--- src/hw/rtl/i2a_pkg.sv ---
// Shared types, character codes and sizing helpers for the integer to ASCII formatter.
package i2a_pkg;

  // Operation codes carried on the input stream; code 3 has no meaning.
  typedef enum logic [1:0] {
    OP_SDEC = 2'd0,
    OP_UDEC = 2'd1,
    OP_HEX  = 2'd2
  } i2a_op_e;

  localparam logic [7:0] CharZero  = 8'h30;  // '0'
  localparam logic [7:0] CharA     = 8'h61;  // 'a'
  localparam logic [7:0] CharMinus = 8'h2d;  // '-'
  localparam logic [3:0] NibTen    = 4'd10;

  // Start command from the sequencer to the conversion unit.
  typedef struct packed {
    logic load;  // take a new magnitude
    logic hex;   // nibbles are the digits, no iteration
  } i2a_ctrl_t;

  // Decimal digits needed for a w-bit unsigned value: floor(w*log10(2)) + 1.
  function automatic int i2a_num_digits(input int w);
    return ((w * 1233) >> 12) + 1;
  endfunction

endpackage

--- src/hw/rtl/i2a_bcd_unit.sv ---
// Shift-add-3 binary to BCD unit, one bit per cycle; loads nibbles directly for hex.
module i2a_bcd_unit #(
  parameter int VALUE_WIDTH = 32,
  parameter int NUM_DIG     = 10,
  parameter int IDX_W       = 4
) (
  input  logic                   clk_i,
  input  logic                   rst_ni,
  input  i2a_pkg::i2a_ctrl_t     ctrl_i,
  input  logic [VALUE_WIDTH-1:0] mag_i,
  output logic                   done_o,
  output logic [NUM_DIG*4-1:0]   digits_o,
  output logic [IDX_W-1:0]       msd_o
);

  localparam int CntW = $clog2(VALUE_WIDTH + 1);
  localparam int BcdW = NUM_DIG * 4;

  logic [VALUE_WIDTH-1:0] bin_q, bin_d;
  logic [BcdW-1:0]        bcd_q, bcd_d;
  logic [BcdW-1:0]        adj;
  logic [CntW-1:0]        cnt_q, cnt_d;
  logic                   run_q, run_d;
  logic                   done_q, done_d;

  // add 3 to every digit that is 5 or more before the shift
  always_comb begin
    for (int i = 0; i < NUM_DIG; i++) begin
      if (bcd_q[i*4 +: 4] >= 4'd5) begin
        adj[i*4 +: 4] = bcd_q[i*4 +: 4] + 4'd3;
      end else begin
        adj[i*4 +: 4] = bcd_q[i*4 +: 4];
      end
    end
  end

  always_comb begin
    bin_d  = bin_q;
    bcd_d  = bcd_q;
    cnt_d  = cnt_q;
    run_d  = run_q;
    done_d = 1'b0;
    if (ctrl_i.load) begin
      if (ctrl_i.hex) begin
        bcd_d  = BcdW'(mag_i);
        run_d  = 1'b0;
        done_d = 1'b1;
      end else begin
        bin_d = mag_i;
        bcd_d = '0;
        cnt_d = CntW'(VALUE_WIDTH);
        run_d = 1'b1;
      end
    end else if (run_q) begin
      bcd_d = {adj[BcdW-2:0], bin_q[VALUE_WIDTH-1]};
      bin_d = bin_q << 1;
      cnt_d = cnt_q - CntW'(1);
      if (cnt_q == CntW'(1)) begin
        run_d  = 1'b0;
        done_d = 1'b1;
      end
    end
  end

  always_ff @(posedge clk_i or negedge rst_ni) begin
    if (!rst_ni) begin
      run_q  <= 1'b0;
      done_q <= 1'b0;
      cnt_q  <= '0;
    end else begin
      run_q  <= run_d;
      done_q <= done_d;
      cnt_q  <= cnt_d;
    end
  end

  always_ff @(posedge clk_i) begin
    bin_q <= bin_d;
    bcd_q <= bcd_d;
  end

  // most significant nonzero digit, digit 0 when the value is zero
  always_comb begin
    msd_o = '0;
    for (int i = 0; i < NUM_DIG; i++) begin
      if (bcd_q[i*4 +: 4] != 4'd0) begin
        msd_o = IDX_W'(i);
      end
    end
  end

  assign done_o   = done_q;
  assign digits_o = bcd_q;

endmodule

--- src/hw/rtl/integer_to_ascii_formatter.sv ---
// Top level of the integer to ASCII formatter: stream ports, sequencer and output register.
//
// Each input transfer carries a value and a mode (signed decimal, unsigned
// decimal, lowercase hex); the block answers with the ASCII characters of
// the number, most significant first, no leading zeros, tlast on the final
// one. Zero prints as "0"; a negative signed value gets a leading '-' and its
// magnitude is formed in VALUE_WIDTH bits, so the most negative value prints
// exactly. Value bits above VALUE_WIDTH are ignored; mode 3 is accepted and
// gives no output. Decimal modes pass the magnitude through the shift-add-3
// BCD unit (one bit per cycle), hex loads the nibbles directly; then one
// character leaves per cycle through the output register while the
// downstream side is ready. With the default width a decimal value has at
// most 11 characters. The input is ready only while the sequencer is idle,
// which includes while the last character still waits in the output
// register.
module integer_to_ascii_formatter #(
  parameter int VALUE_WIDTH = 32
) (
  input  logic        clk_i,
  input  logic        rst_ni,
  input  logic        s_axis_tvalid_i,
  output logic        s_axis_tready_o,
  input  logic [39:0] s_axis_tdata_i,   // [31:0] value, [33:32] operation, [39:34] zero
  output logic        m_axis_tvalid_o,
  input  logic        m_axis_tready_i,
  output logic [7:0]  m_axis_tdata_o,   // [7:0] character
  output logic        m_axis_tlast_o
);

  localparam int NumDig = i2a_pkg::i2a_num_digits(VALUE_WIDTH);
  localparam int IdxW   = $clog2(NumDig);

  typedef enum logic [1:0] {
    S_IDLE,
    S_CONV,
    S_EMIT
  } state_e;

  state_e                 state_q;
  logic                   sign_q;
  logic [IdxW-1:0]        idx_q;
  logic                   m_valid_q;
  logic [7:0]             m_data_q;
  logic                   m_last_q;

  i2a_pkg::i2a_op_e       op;
  i2a_pkg::i2a_ctrl_t     ctrl;
  logic                   in_xfer;
  logic                   op_ok;
  logic                   neg;
  logic [VALUE_WIDTH-1:0] val_w;
  logic [VALUE_WIDTH-1:0] mag;
  logic                   unit_done;
  logic [NumDig*4-1:0]    digits;
  logic [IdxW-1:0]        msd;
  logic [3:0]             dig;
  logic [7:0]             dig_char;
  logic                   out_free;

  assign s_axis_tready_o = (state_q == S_IDLE);
  assign in_xfer         = s_axis_tvalid_i && s_axis_tready_o;

  assign op    = i2a_pkg::i2a_op_e'(s_axis_tdata_i[33:32]);
  assign op_ok = (op == i2a_pkg::OP_SDEC) || (op == i2a_pkg::OP_UDEC) ||
                 (op == i2a_pkg::OP_HEX);
  assign val_w = VALUE_WIDTH'(s_axis_tdata_i[31:0]);
  assign neg   = (op == i2a_pkg::OP_SDEC) && val_w[VALUE_WIDTH-1];
  // two's complement magnitude wraps in VALUE_WIDTH bits, so the most
  // negative value comes out as its unsigned magnitude
  assign mag   = neg ? (~val_w + VALUE_WIDTH'(1)) : val_w;

  assign ctrl.load = in_xfer && op_ok;
  assign ctrl.hex  = (op == i2a_pkg::OP_HEX);

  i2a_bcd_unit #(
    .VALUE_WIDTH (VALUE_WIDTH),
    .NUM_DIG     (NumDig),
    .IDX_W       (IdxW)
  ) u_bcd (
    .clk_i    (clk_i),
    .rst_ni   (rst_ni),
    .ctrl_i   (ctrl),
    .mag_i    (mag),
    .done_o   (unit_done),
    .digits_o (digits),
    .msd_o    (msd)
  );

  // digit to ASCII: decimal digits never reach ten
  assign dig      = digits[idx_q*4 +: 4];
  assign dig_char = (dig < i2a_pkg::NibTen) ? (i2a_pkg::CharZero + 8'(dig))
                                            : (i2a_pkg::CharA + 8'(dig - i2a_pkg::NibTen));

  // output register can take a character when empty or being drained
  assign out_free = !m_valid_q || m_axis_tready_i;

  always_ff @(posedge clk_i or negedge rst_ni) begin
    if (!rst_ni) begin
      state_q   <= S_IDLE;
      sign_q    <= 1'b0;
      idx_q     <= '0;
      m_valid_q <= 1'b0;
      m_data_q  <= '0;
      m_last_q  <= 1'b0;
    end else begin
      // while emitting, the refill below decides the valid bit
      if (m_axis_tready_i && (state_q != S_EMIT)) begin
        m_valid_q <= 1'b0;
      end
      case (state_q)
        S_IDLE: begin
          if (in_xfer && op_ok) begin
            sign_q  <= neg;
            state_q <= S_CONV;
          end
        end
        S_CONV: begin
          if (unit_done) begin
            idx_q   <= msd;
            state_q <= S_EMIT;
          end
        end
        S_EMIT: begin
          if (out_free) begin
            m_valid_q <= 1'b1;
            if (sign_q) begin
              m_data_q <= i2a_pkg::CharMinus;
              m_last_q <= 1'b0;
              sign_q   <= 1'b0;
            end else begin
              m_data_q <= dig_char;
              m_last_q <= (idx_q == '0);
              if (idx_q == '0) begin
                state_q <= S_IDLE;
              end else begin
                idx_q <= idx_q - IdxW'(1);
              end
            end
          end
        end
        default: begin
          state_q <= S_IDLE;
        end
      endcase
    end
  end

  assign m_axis_tvalid_o = m_valid_q;
  assign m_axis_tdata_o  = m_data_q;
  assign m_axis_tlast_o  = m_last_q;

endmodule
--- config.mk ---
export PLATFORM = sky130hd
export DESIGN_NAME = integer_to_ascii_formatter
export DESIGN_NICKNAME = d
export VERILOG_FILES = /design/src/hw/rtl/i2a_pkg.sv /design/src/hw/rtl/i2a_bcd_unit.sv /design/src/hw/rtl/integer_to_ascii_formatter.sv
export SDC_FILE = /design/constraint.sdc
export NUM_CORES = 1
export LEC_CHECK = 0
export BUFFER_PORTS_ARGS = -buffer_cell sky130_fd_sc_hd__buf_2
export CORE_MARGIN = 2
export CORE_UTILIZATION = 46
export DETAILED_ROUTE_END_ITERATION = 8
export GPL_TIMING_DRIVEN = 0
export PLACE_DENSITY_LB_ADDON = 0.05
export SETUP_SLACK_MARGIN = 0.2
export SLEW_MARGIN = 20
export SYNTH_ARGS = -nofsm -noshare
export SYNTH_HDL_FRONTEND = slang
export SYNTH_HIERARCHICAL = 1
export SYNTH_SLANG_ARGS = --single-unit
--- constraint.sdc ---
create_clock -name clk_i -period 6.4 [get_ports clk_i]
set_input_delay 0.64 -clock clk_i [delete_from_list [all_inputs] [get_ports clk_i]]
set_output_delay 0.64 -clock clk_i [all_outputs]
set_load 0.005 [all_outputs]
After elaboration in Yosys (flattened, before gate mapping)
Cells that the tools add are included.
{"block": "word_totals", "regBits": 97, "latchBits": 0, "ramBits": 0, "mem_bits_ro": 0, "input_bits": 44, "n_memories": 0}
{"block": "op_classes", "n_addsub": 16, "n_mul": 0, "div_mod_pow": 0, "order_cmp": 11, "n_eq_ne": 13, "shifts": 1, "muxes": 57, "n_bitwise": 1, "n_reduce_logical": 28}
{"op": "$mux W32", "count": 5}
{"op": "$mux W40", "count": 2}
{"op": "$mux W4", "count": 15}
{"op": "$ge A4 B3 Y1 const B", "count": 10}
{"op": "$shiftx A40 B7 Y4", "count": 1}
{"op": "$add A4 B2 Y4 const B", "count": 9}
{"op": "$reduce_bool A4 Y1", "count": 9}
{"op": "$add A32 B1 Y32 const B", "count": 1}
{"op": "$not A32 Y32", "count": 1}
{"op": "$mux W6", "count": 3}
{"op": "$mux W8", "count": 2}
{"op": "$mux W1", "count": 15}
{"op": "$mux W3", "count": 5}
{"op": "$mux W2", "count": 7}
{"op": "$ne A2 B2 Y1 const B", "count": 6}
{"op": "$reduce_and A5 Y1", "count": 2}
{"op": "$add A7 B8 Y8 const A", "count": 1}
{"op": "$pmux W4 S2", "count": 1}
{"op": "$add A6 B4 Y7 const A", "count": 1}
{"op": "$eq A6 B1 Y1 const B", "count": 1}
{"op": "$pmux W2 S3", "count": 1}
{"op": "$reduce_bool A2 Y1", "count": 3}
{"op": "$sub A6 B1 Y6 const B", "count": 1}
{"op": "$sub A4 B4 Y5 const B", "count": 1}
{"op": "14 further kinds", "count": 24}

Longest topological paths before layout
Gate-level depths: netlist of the first run.
{"block": "depth", "ltp_word": 12, "depth_mapped": 14, "ltp_nobuf": 12}

Hierarchy
Netlist of the first run, hierarchy kept.
{"mod": "i2a_bcd_unit", "instances": 1, "cells_each": 378, "area_per_inst_um2": 4400.5, "seq_area_each_um2": 2362.3}
{"mod": "integer_to_ascii_formatter", "instances": 1, "cells_each": 243, "area_per_inst_um2": 1984.4, "seq_area_each_um2": 425.4}

Worst setup path before layout of the first run
No wires, ideal clock.
{"block": "synth_timing", "kind": "register to register", "startpoint": "register idx_q[0]", "endpoint": "register m_data_q[3], in the netlist m_axis_tdata_o[3]", "setup_time_ns": 0.127, "arrival_time_ns": 2.460, "t_required_ns": 6.273, "slack_ns": 3.813, "stages_incl_launch_ff": 14, "n_path_buf": 3, "synth_period_minus_slack_ns": 2.587, "cell_sequence": "dfrtp_1 -> buf_4 -> buf_4 -> mux2i_1 -> o32a_1 -> a21oi_1 -> nor2_1 -> ha_1 -> inv_1 -> ha_1 -> clkbuf_1 -> nand3_1 -> nor3b_1 -> nor3_1"}
{"block": "synth_via", "elab_chain_cells": 5, "elab_cells_between_ends": 7}
{"element": "start: declaration", "line": "integer_to_ascii_formatter.sv:41", "source": "logic [IdxW-1:0] idx_q;"}
{"element": "start signal: assignment", "line": "integer_to_ascii_formatter.sv:119", "source": "idx_q <= msd;"}
{"element": "start signal: assignment", "line": "integer_to_ascii_formatter.sv:136", "source": "idx_q <= idx_q - IdxW'(1);"}
{"element": "$shiftx A40 B7 Y4 (*)", "line": "integer_to_ascii_formatter.sv:90", "source": "assign dig = digits[idx_q*4 +: 4];"}
{"element": "$sub A4 B4 Y5", "line": "integer_to_ascii_formatter.sv:92", "source": ": (i2a_pkg::CharA + 8'(dig - i2a_pkg::NibTen));"}
{"element": "$add A7 B8 Y8", "line": "integer_to_ascii_formatter.sv:92"}
{"element": "$mux W8 (*)", "line": "integer_to_ascii_formatter.sv:91", "source": "assign dig_char = (dig < i2a_pkg::NibTen) ? (i2a_pkg::CharZero + 8'(dig))"}
{"element": "$mux W8 (*)", "line": "integer_to_ascii_formatter.sv:126", "source": "if (sign_q) begin"}
{"element": "end signal: assignment", "line": "integer_to_ascii_formatter.sv:127", "source": "m_data_q <= i2a_pkg::CharMinus;"}
{"element": "end signal: assignment", "line": "integer_to_ascii_formatter.sv:131", "source": "m_data_q <= dig_char;"}
{"element": "end: declaration", "line": "integer_to_ascii_formatter.sv:43", "source": "logic [7:0] m_data_q;"}
Every way passes the cells marked *; elsewhere a longest branch is shown, timed or not.
A chain may end at the register's enable or synchronous reset.

Worst setup path in the final report of the first run
Ends and elaborated chain as after synthesis.

==> results.py, run 1 <==
metrics = {
    "outcome": {
        "run_status": "finished clean",
    },
    "global_routing": {
        "grt_max_degree": 35,
        "track_usage_pct": 21.74,
        "antenna_found_initial": 0,
        "grt_pass1_wl_um": 24630,
        "grt_pass1_vias": 4845,
        "gr-total-overflow": 0,
    },
    "setup_path": {
        "crit_chain": "buf_4 > mux4_2 > nor2_1 > o32ai_1 > inv_1 > ha_1 > inv_1 > ha_1 > clkbuf_1 > nand3_1 > nor3b_1 > nor3_1",
        "critical_path_class": "reg2reg",
        "critPathMaxFanout": 10,
        "crit_required_ns": 6.63,
        "r2r_slack_ns": 3.21,
        "slowest_delay_ns": 0.62,
        "worstPathArrival_ns": 3.42,
        "cpMaxStageDelayCell": "o32ai_1",
        "start_kind": "register",
        "critPathCaptureType": "register",
    },
    "power_and_ir_drop": {
        "p_leak_nw": 2.516,
        "vdd_drop_max_mv": 0.1175,
        "powerDensity_mw_per_mm2": 178.1,
    },
    "floorplanning": {
        "die_h_um": 121.8,
        "start_util_pct": 46.54,
        "rows": 43,
        "die_area_mm2": 0.01484,
        "ios": 55,
        "core_area_mm2": 0.01372,
        "dieWidth_um": 121.8,
    },
    "yosys": {
        "synth-edff-count": 72,
        "synth_compound_area_share_pct": 13.09,
        "synth_top_cell_by_area": "edfxtp_1",
        "synth_top_family_by_area": "simple AND/OR/NAND/NOR gates",
        "netlist_top_cells_area": "edfxtp_1 (34%), dfrtp_1 (9.8%), ha_1 (5.3%)",
        "syn_avg_cell_area_um2": 10.28,
        "synth_flop_cell": "edfxtp_1",
        "synth_seq_cells": 97,
        "synth_nets": 692,
        "muxShareOfSynthArea_pct": 10.11,
        "ys_seq_area_share_pct": 43.66,
        "synthSimpleGateAreaFrac_pct": 16.68,
        "syn_inst": 621,
        "synthDistinctLibCells": 59,
        "syn-cell-area_mm2": 0.006385,
        "synthXorXnorAreaFrac_pct": 7.407,
        "async_flop_share_pct": 25.77,
        "synthAdderAreaFrac_pct": 5.291,
        "synth.yosys.warnings": 6,
        "synth_top_area_share_pct": 33.86,
    },
    "sta": {
        "worstMarginPinSlew_ns": 0.8508,
        "final_max_slew_viol_count": 0,
        "hold_slack_ns": 0.2810,
        "max_slew_margin_pct": 43.08,
        "rsz0062_at_grt": "no",
        "min_period_over_period_pct": 49.79,
        "clock_skew_ns": 0.008488,
        "report.final.hold_viol_count": 0,
        "post-route-min-period_ns": 3.187,
        "clock.fmax_mhz": 313.8,
        "setup_violations": 0,
        "setup_tns_ns": 0,
    },
    "placed_design": {
        "gp_congestion": 0.8354,
        "dpl_cell_area_mm2": 0.006873,
        "port-buffer-count": 48,
        "dpl.hpwl_um": 11570,
    },
    "run": {
        "maxCapViolCount": 0,
    },
    "finish": {
        "nNetsFinal": 752,
        "final.fill_count": 1257,
        "fin_util_pct": 52.23,
        "syn2layout_area_growth_pct": 12.23,
        "diodes": 0,
        "final_area_mm2": 0.007166,
        "drive_gt1_share_pct": 17.93,
    },
    "cts": {
        "cts.htree.levels": 3,
        "clk_latency_ns": 0.35,
        "clk_path_buf_depth": 2,
        "cts-root-buf": "clkbuf_16",
        "cts.sinks": 97,
        "path_clk_slew_ns": 0.07,
        "ctsResizeCount": 0,
        "post_cts_buffers": 0,
        "cts_made_buffers": 9,
        "postCtsHoldBufs": 0,
        "cts_tree": "yes",
    },
    "routing": {
        "wirelength_um": 15220,
        "dr.pass1.iters": 5,
        "wl_met3_um": 575,
        "wire_per_inst_um": 17.58,
        "drt-met1-wl_um": 7044,
        "maxUsedRoutingLayer": "met4",
        "drc": 0,
        "post_drt_via_cell_ratio": 5.687,
        "dr_total_vias": 4925,
        "ant_nets": 0,
        "met2_wirelength_um": 7316,
        "drt_iter0_markers": 314,
    },
    "worst_hold_path": {
        "min_path_type": "in2async",
    },
}
layer usage:
| metal | track usage (%) | vias up |
|---|---|---|
| met2 | 35.54 | 115 |
| met5 | 0 | - |
| met1 | 29.31 | 2391 |
| met4 | 8.046 | 0 |
| li1 | - | 2401 |
| met3 | 3.277 | 18 |
cells in the final DEF, fill, tap and decap left out, types with 14 or more instances in the layout:
master and instances:
dfrtp_1 25, inv_1 33, xnor2_1 31, buf_2 57, nor3b_1 14, nand2b_1 17
a21oi_1 35, edfxtp_1 72, ha_1 27, mux2_2 30, nand2_1 39, xor2_1 23
nand3_1 40, o21ai_1 17, mux2_1 14, clkbuf_1 17, nor2_1 38, o31ai_1 17
o21ai_0 35
power by group:
part / leakage, nW / internal (W) / switching (W) / total (W)
combinational: 1.62 / 0.0000237 / 0.0000423 / 0.0000660
clock: 0.146 / 0.000300 / 0.000242 / 0.000542
sequential: 0.754 / 0.000668 / 0.0000000000000000000161 / 0.000668
final timing paths:
path | start | endpoint | depth (start not counted)
max | idx_q[0] | m_axis_tdata_o[3] | 12
min | rst_ni | m_axis_tvalid_o | 1
max reg2reg | idx_q[0] | m_axis_tdata_o[3] | 12
min reg2reg | u_bcd/done_o | state_q[0] | 1
max in group asynchronous | rst_ni | idx_q[2] | 1
min in group clk_i | u_bcd/done_o | state_q[0] | 1
critical path: cells and delay by family (launching register included):
| family | cells | cell delay, ns |
|---|---|---|
| adder cells (fa/ha/maj) | 2 | 0.44 |
| buffers and inverters | 4 | 0.82 |
| AO/OA/AOI/OAI | 1 | 0.62 |
| flip-flops | 1 | 0.36 |
| multiplexers | 1 | 0.35 |
| AND/OR/NAND/NOR | 4 | 0.48 |
per-stage QoR:
step	std cells	total power (W)	worst slack (ns)
finish	866	0.001276	3.213
global route	866	0.001318	3.000
CTS	866	0.001290	3.241
detailed placement	850	0.0007480	3.293
global placement	849	0.0007466	2.934
floorplan	621	0.0007125	3.813
layout make-up:
| cell class | count | area (um2) | share of cell area, % |
|---|---|---|---|
| tap | 180 | 225.2 | 3.143 |
| timing repair buffer | 49 | 260.3 | 3.632 |
| multi-input combinational | 465 | 3359 | 46.88 |
| inverter | 33 | 123.9 | 1.729 |
| buffer | 26 | 116.4 | 1.624 |
| sequential | 97 | 2788 | 38.90 |
| clock buffer | 13 | 271.5 | 3.789 |
| clock inverter | 3 | 21.27 | 0.2968 |
cell families after synthesis:
kind of cell	after synthesis
simple gates	194
compound gates	136
xor+xnor	54
buf+inv	59
flops	97
mux	54
fa+ha+maj	27
cell usage after synthesis, drive strengths merged (6+ instances only):
| cell | instances |
|---|---|
| mux2 | 44 |
| nor3 | 8 |
| nor2b | 11 |
| nand2b | 17 |
| ha | 27 |
| or3 | 6 |
| clkbuf | 15 |
| nand2 | 40 |
| nor2 | 38 |
| nand3 | 40 |
| edfxtp | 72 |
| o21ai | 52 |
| a21oi | 37 |
| o31ai | 17 |
| dfrtp | 25 |
| mux2i | 6 |
| xnor2 | 31 |
| nor3b | 14 |
| inv | 33 |
| buf | 11 |
| xor2 | 23 |
state kept, by name, summed over array words and instances (netlist names):
signal,flops
u_bcd/done_o,1
u_bcd/run_q,1
u_bcd/digits_o,40
m_axis_tvalid_o,1
sign_q,1
m_axis_tdata_o,8
u_bcd/cnt_q,6
state_q,2
m_axis_tlast_o,1
idx_q,4
u_bcd/bin_q,32
(Power assumes the default switching activity.)
==> inputs of run 2 (changes only) <==
==> constraint.sdc (replaced) <==
create_clock -name clk_i -period 3.35 [get_ports clk_i]
set_input_delay 0.335 -clock clk_i [delete_from_list [all_inputs] [get_ports clk_i]]
set_output_delay 0.335 -clock clk_i [all_outputs]
set_load 0.005 [all_outputs]
==> run 2 against run 1 <==
Worst setup slack got worse by 2.8 ns. Clock skew barely moved. Critical path type unchanged. Sequential power rose by 92%. Clock power rose by 90%. Highest routed layer unchanged. Fmax rose by 10%. Critical endpoint unchanged. Register-to-register slack got worse by 2.8 ns. Die area did not move. Combinational power rose by 92%. Wire length rose by 0.11%. Total power rose by 91%. Global-route usage did not move. Clock-buffer cell count did not move.
==> results.py, run 2 (synthesis results as in run 1) <==
metrics = {
    "setup_path": {
        "worstPathArrival_ns": 3.13,
        "critical_path_class": "reg2reg",
        "slowest_delay_ns": 0.36,
        "crit_required_ns": 3.58,
        "cpMaxStageDelayCell": "dfrtp_1",
        "critPathCaptureType": "register",
        "start_kind": "register",
        "crit_chain": "buf_4 > buf_4 > mux2i_1 > o32a_1 > a21oi_1 > nor2_1 > ha_1 > inv_1 > ha_1 > clkbuf_2 > nand3_1 > nor3b_1 > nor3_1",
        "r2r_slack_ns": 0.45,
        "critPathMaxFanout": 10,
    },
    "sta": {
        "clock.fmax_mhz": 345.0,
        "final_max_slew_viol_count": 0,
        "rsz0062_at_grt": "no",
        "report.final.hold_viol_count": 0,
        "post-route-min-period_ns": 2.898,
        "hold_slack_ns": 0.2711,
        "setup_violations": 0,
        "worstMarginPinSlew_ns": 0.8383,
        "setup_tns_ns": 0,
        "min_period_over_period_pct": 86.52,
        "clock_skew_ns": 0.008740,
        "max_slew_margin_pct": 43.92,
    },
    "floorplanning": {
        "core_area_mm2": 0.01372,
        "dieWidth_um": 121.8,
        "die_area_mm2": 0.01484,
        "start_util_pct": 46.54,
        "rows": 43,
        "die_h_um": 121.8,
        "ios": 55,
    },
    "routing": {
        "wire_per_inst_um": 17.57,
        "maxUsedRoutingLayer": "met4",
        "dr.pass1.iters": 5,
        "dr_total_vias": 4901,
        "met2_wirelength_um": 7396,
        "wirelength_um": 15240,
        "post_drt_via_cell_ratio": 5.653,
        "drc": 0,
        "ant_nets": 0,
        "drt-met1-wl_um": 7003,
        "wl_met3_um": 573,
        "drt_iter0_markers": 322,
    },
    "cts": {
        "clk_path_buf_depth": 2,
        "clk_latency_ns": 0.35,
        "cts.htree.levels": 3,
        "cts.sinks": 97,
        "cts-root-buf": "clkbuf_16",
        "cts_tree": "yes",
        "path_clk_slew_ns": 0.07,
        "cts_made_buffers": 9,
    },
    "outcome": {
        "run_status": "finished clean",
    },
    "placed_design": {
        "dpl.hpwl_um": 11570,
        "gp_congestion": 0.8354,
        "dpl_cell_area_mm2": 0.006873,
        "port-buffer-count": 48,
    },
    "finish": {
        "final.fill_count": 1255,
        "diodes": 0,
        "nNetsFinal": 753,
        "syn2layout_area_growth_pct": 12.52,
        "layout_commonest_cell": "edfxtp_1",
        "largest_reg_flops": 40,
        "final_area_mm2": 0.007184,
        "final_cell_mix": "edfxtp_1 (72), buf_2 (57), nand3_1 (40)",
        "drive_gt1_share_pct": 18.20,
    },
    "run": {
        "maxCapViolCount": 0,
    },
    "power_and_ir_drop": {
        "powerDensity_mw_per_mm2": 339.0,
        "vdd_drop_max_mv": 0.2237,
        "power.total_w": 0.002436,
        "p_leak_nw": 2.524,
    },
    "global_routing": {
        "track_usage_pct": 21.74,
        "grt_pass1_vias": 4845,
        "gr-total-overflow": 0,
        "grt_pass1_wl_um": 24630,
        "grt_max_degree": 35,
        "antenna_found_initial": 0,
    },
    "worst_hold_path": {
        "min_path_type": "in2reg",
    },
}
[run 2: cell types whose count changed in the layout (fill, tap and decap cells not counted)]
| cell | change |
|---|---|
| clkbuf_1 | -1 |
| clkbuf_2 | +1 |
| dlygate4sd3_1 | +1 |
| o32ai_1 | -1 |
| o32ai_2 | +1 |
[run 2: critical path: cells and delay by family, from the launching register on]
kind | cells | cell delay (ns)
adder cells (fa/ha/maj) | 2 | 0.43
buffers and inverters | 4 | 0.70
AO/OA/AOI/OAI | 2 | 0.66
flip-flops | 1 | 0.36
AND/OR/NAND/NOR | 4 | 0.50
multiplexers | 1 | 0.13
[run 2: path summary, 6_finish.rpt]
| kind | endpoint | start | cells after the start |
|---|---|---|---|
| max | m_axis_tdata_o[3] | idx_q[0] | 13 |
| min | m_axis_tvalid_o | m_axis_tready_i | 3 |
| max reg2reg | m_axis_tdata_o[3] | idx_q[0] | 13 |
| min reg2reg | state_q[0] | u_bcd/done_o | 1 |
| max in group asynchronous | u_bcd/run_q | rst_ni | 2 |
| min in group asynchronous | m_axis_tvalid_o | rst_ni | 2 |
[run 2: metal layers]
layer,global-route usage [%],vias to the layer above
li1,-,2400
met1,29.31,2377
met2,35.54,104
met3,3.277,20
met4,8.046,0
met5,0,-
[run 2: timing repair]
| item | CTS | global route |
|---|---|---|
| endpoints found under the setup margin | 1 | 2 |
| hold endpoints to repair | 25 | 0 |
| setup buffers | 0 | 0 |
| resized for setup | 1 | 2 |
| hold buffers | 1 | 0 |
[run 2: per-stage QoR]
stage                     setup slack [ns]  utilization [%]  cells
after floorplan                     0.7627                -    621
after global placement              0.1752            49.93    849
after detailed placement            0.2431            50.10    850
after CTS                           0.3035            52.36    867
after global routing                0.2677            52.37    867
final                               0.4516            52.37    867
[run 2: final cells by class]
class                   instances  area (um2)  share of cell area (%)
multi-input cells             465        3367                   46.87
well taps                     180       225.2                   3.135
flip-flops and latches         97        2788                   38.80
repair buffers                 50       270.3                   3.762
plain buffers                  26       117.6                   1.637
inverters                      33       123.9                   1.724
clock buffers                  13       271.5                   3.779
clock inverters                 3       21.27                  0.2961
[run 2: power breakdown]
group / internal (W) / switching [W] / total [W]
Clock: 0.000573 / 0.000460 / 0.00103
Combinational: 0.0000460 / 0.0000808 / 0.000127
Sequential: 0.00128 / 0.0000000000000000000308 / 0.00128
Total: 0.00190 / 0.000541 / 0.00244
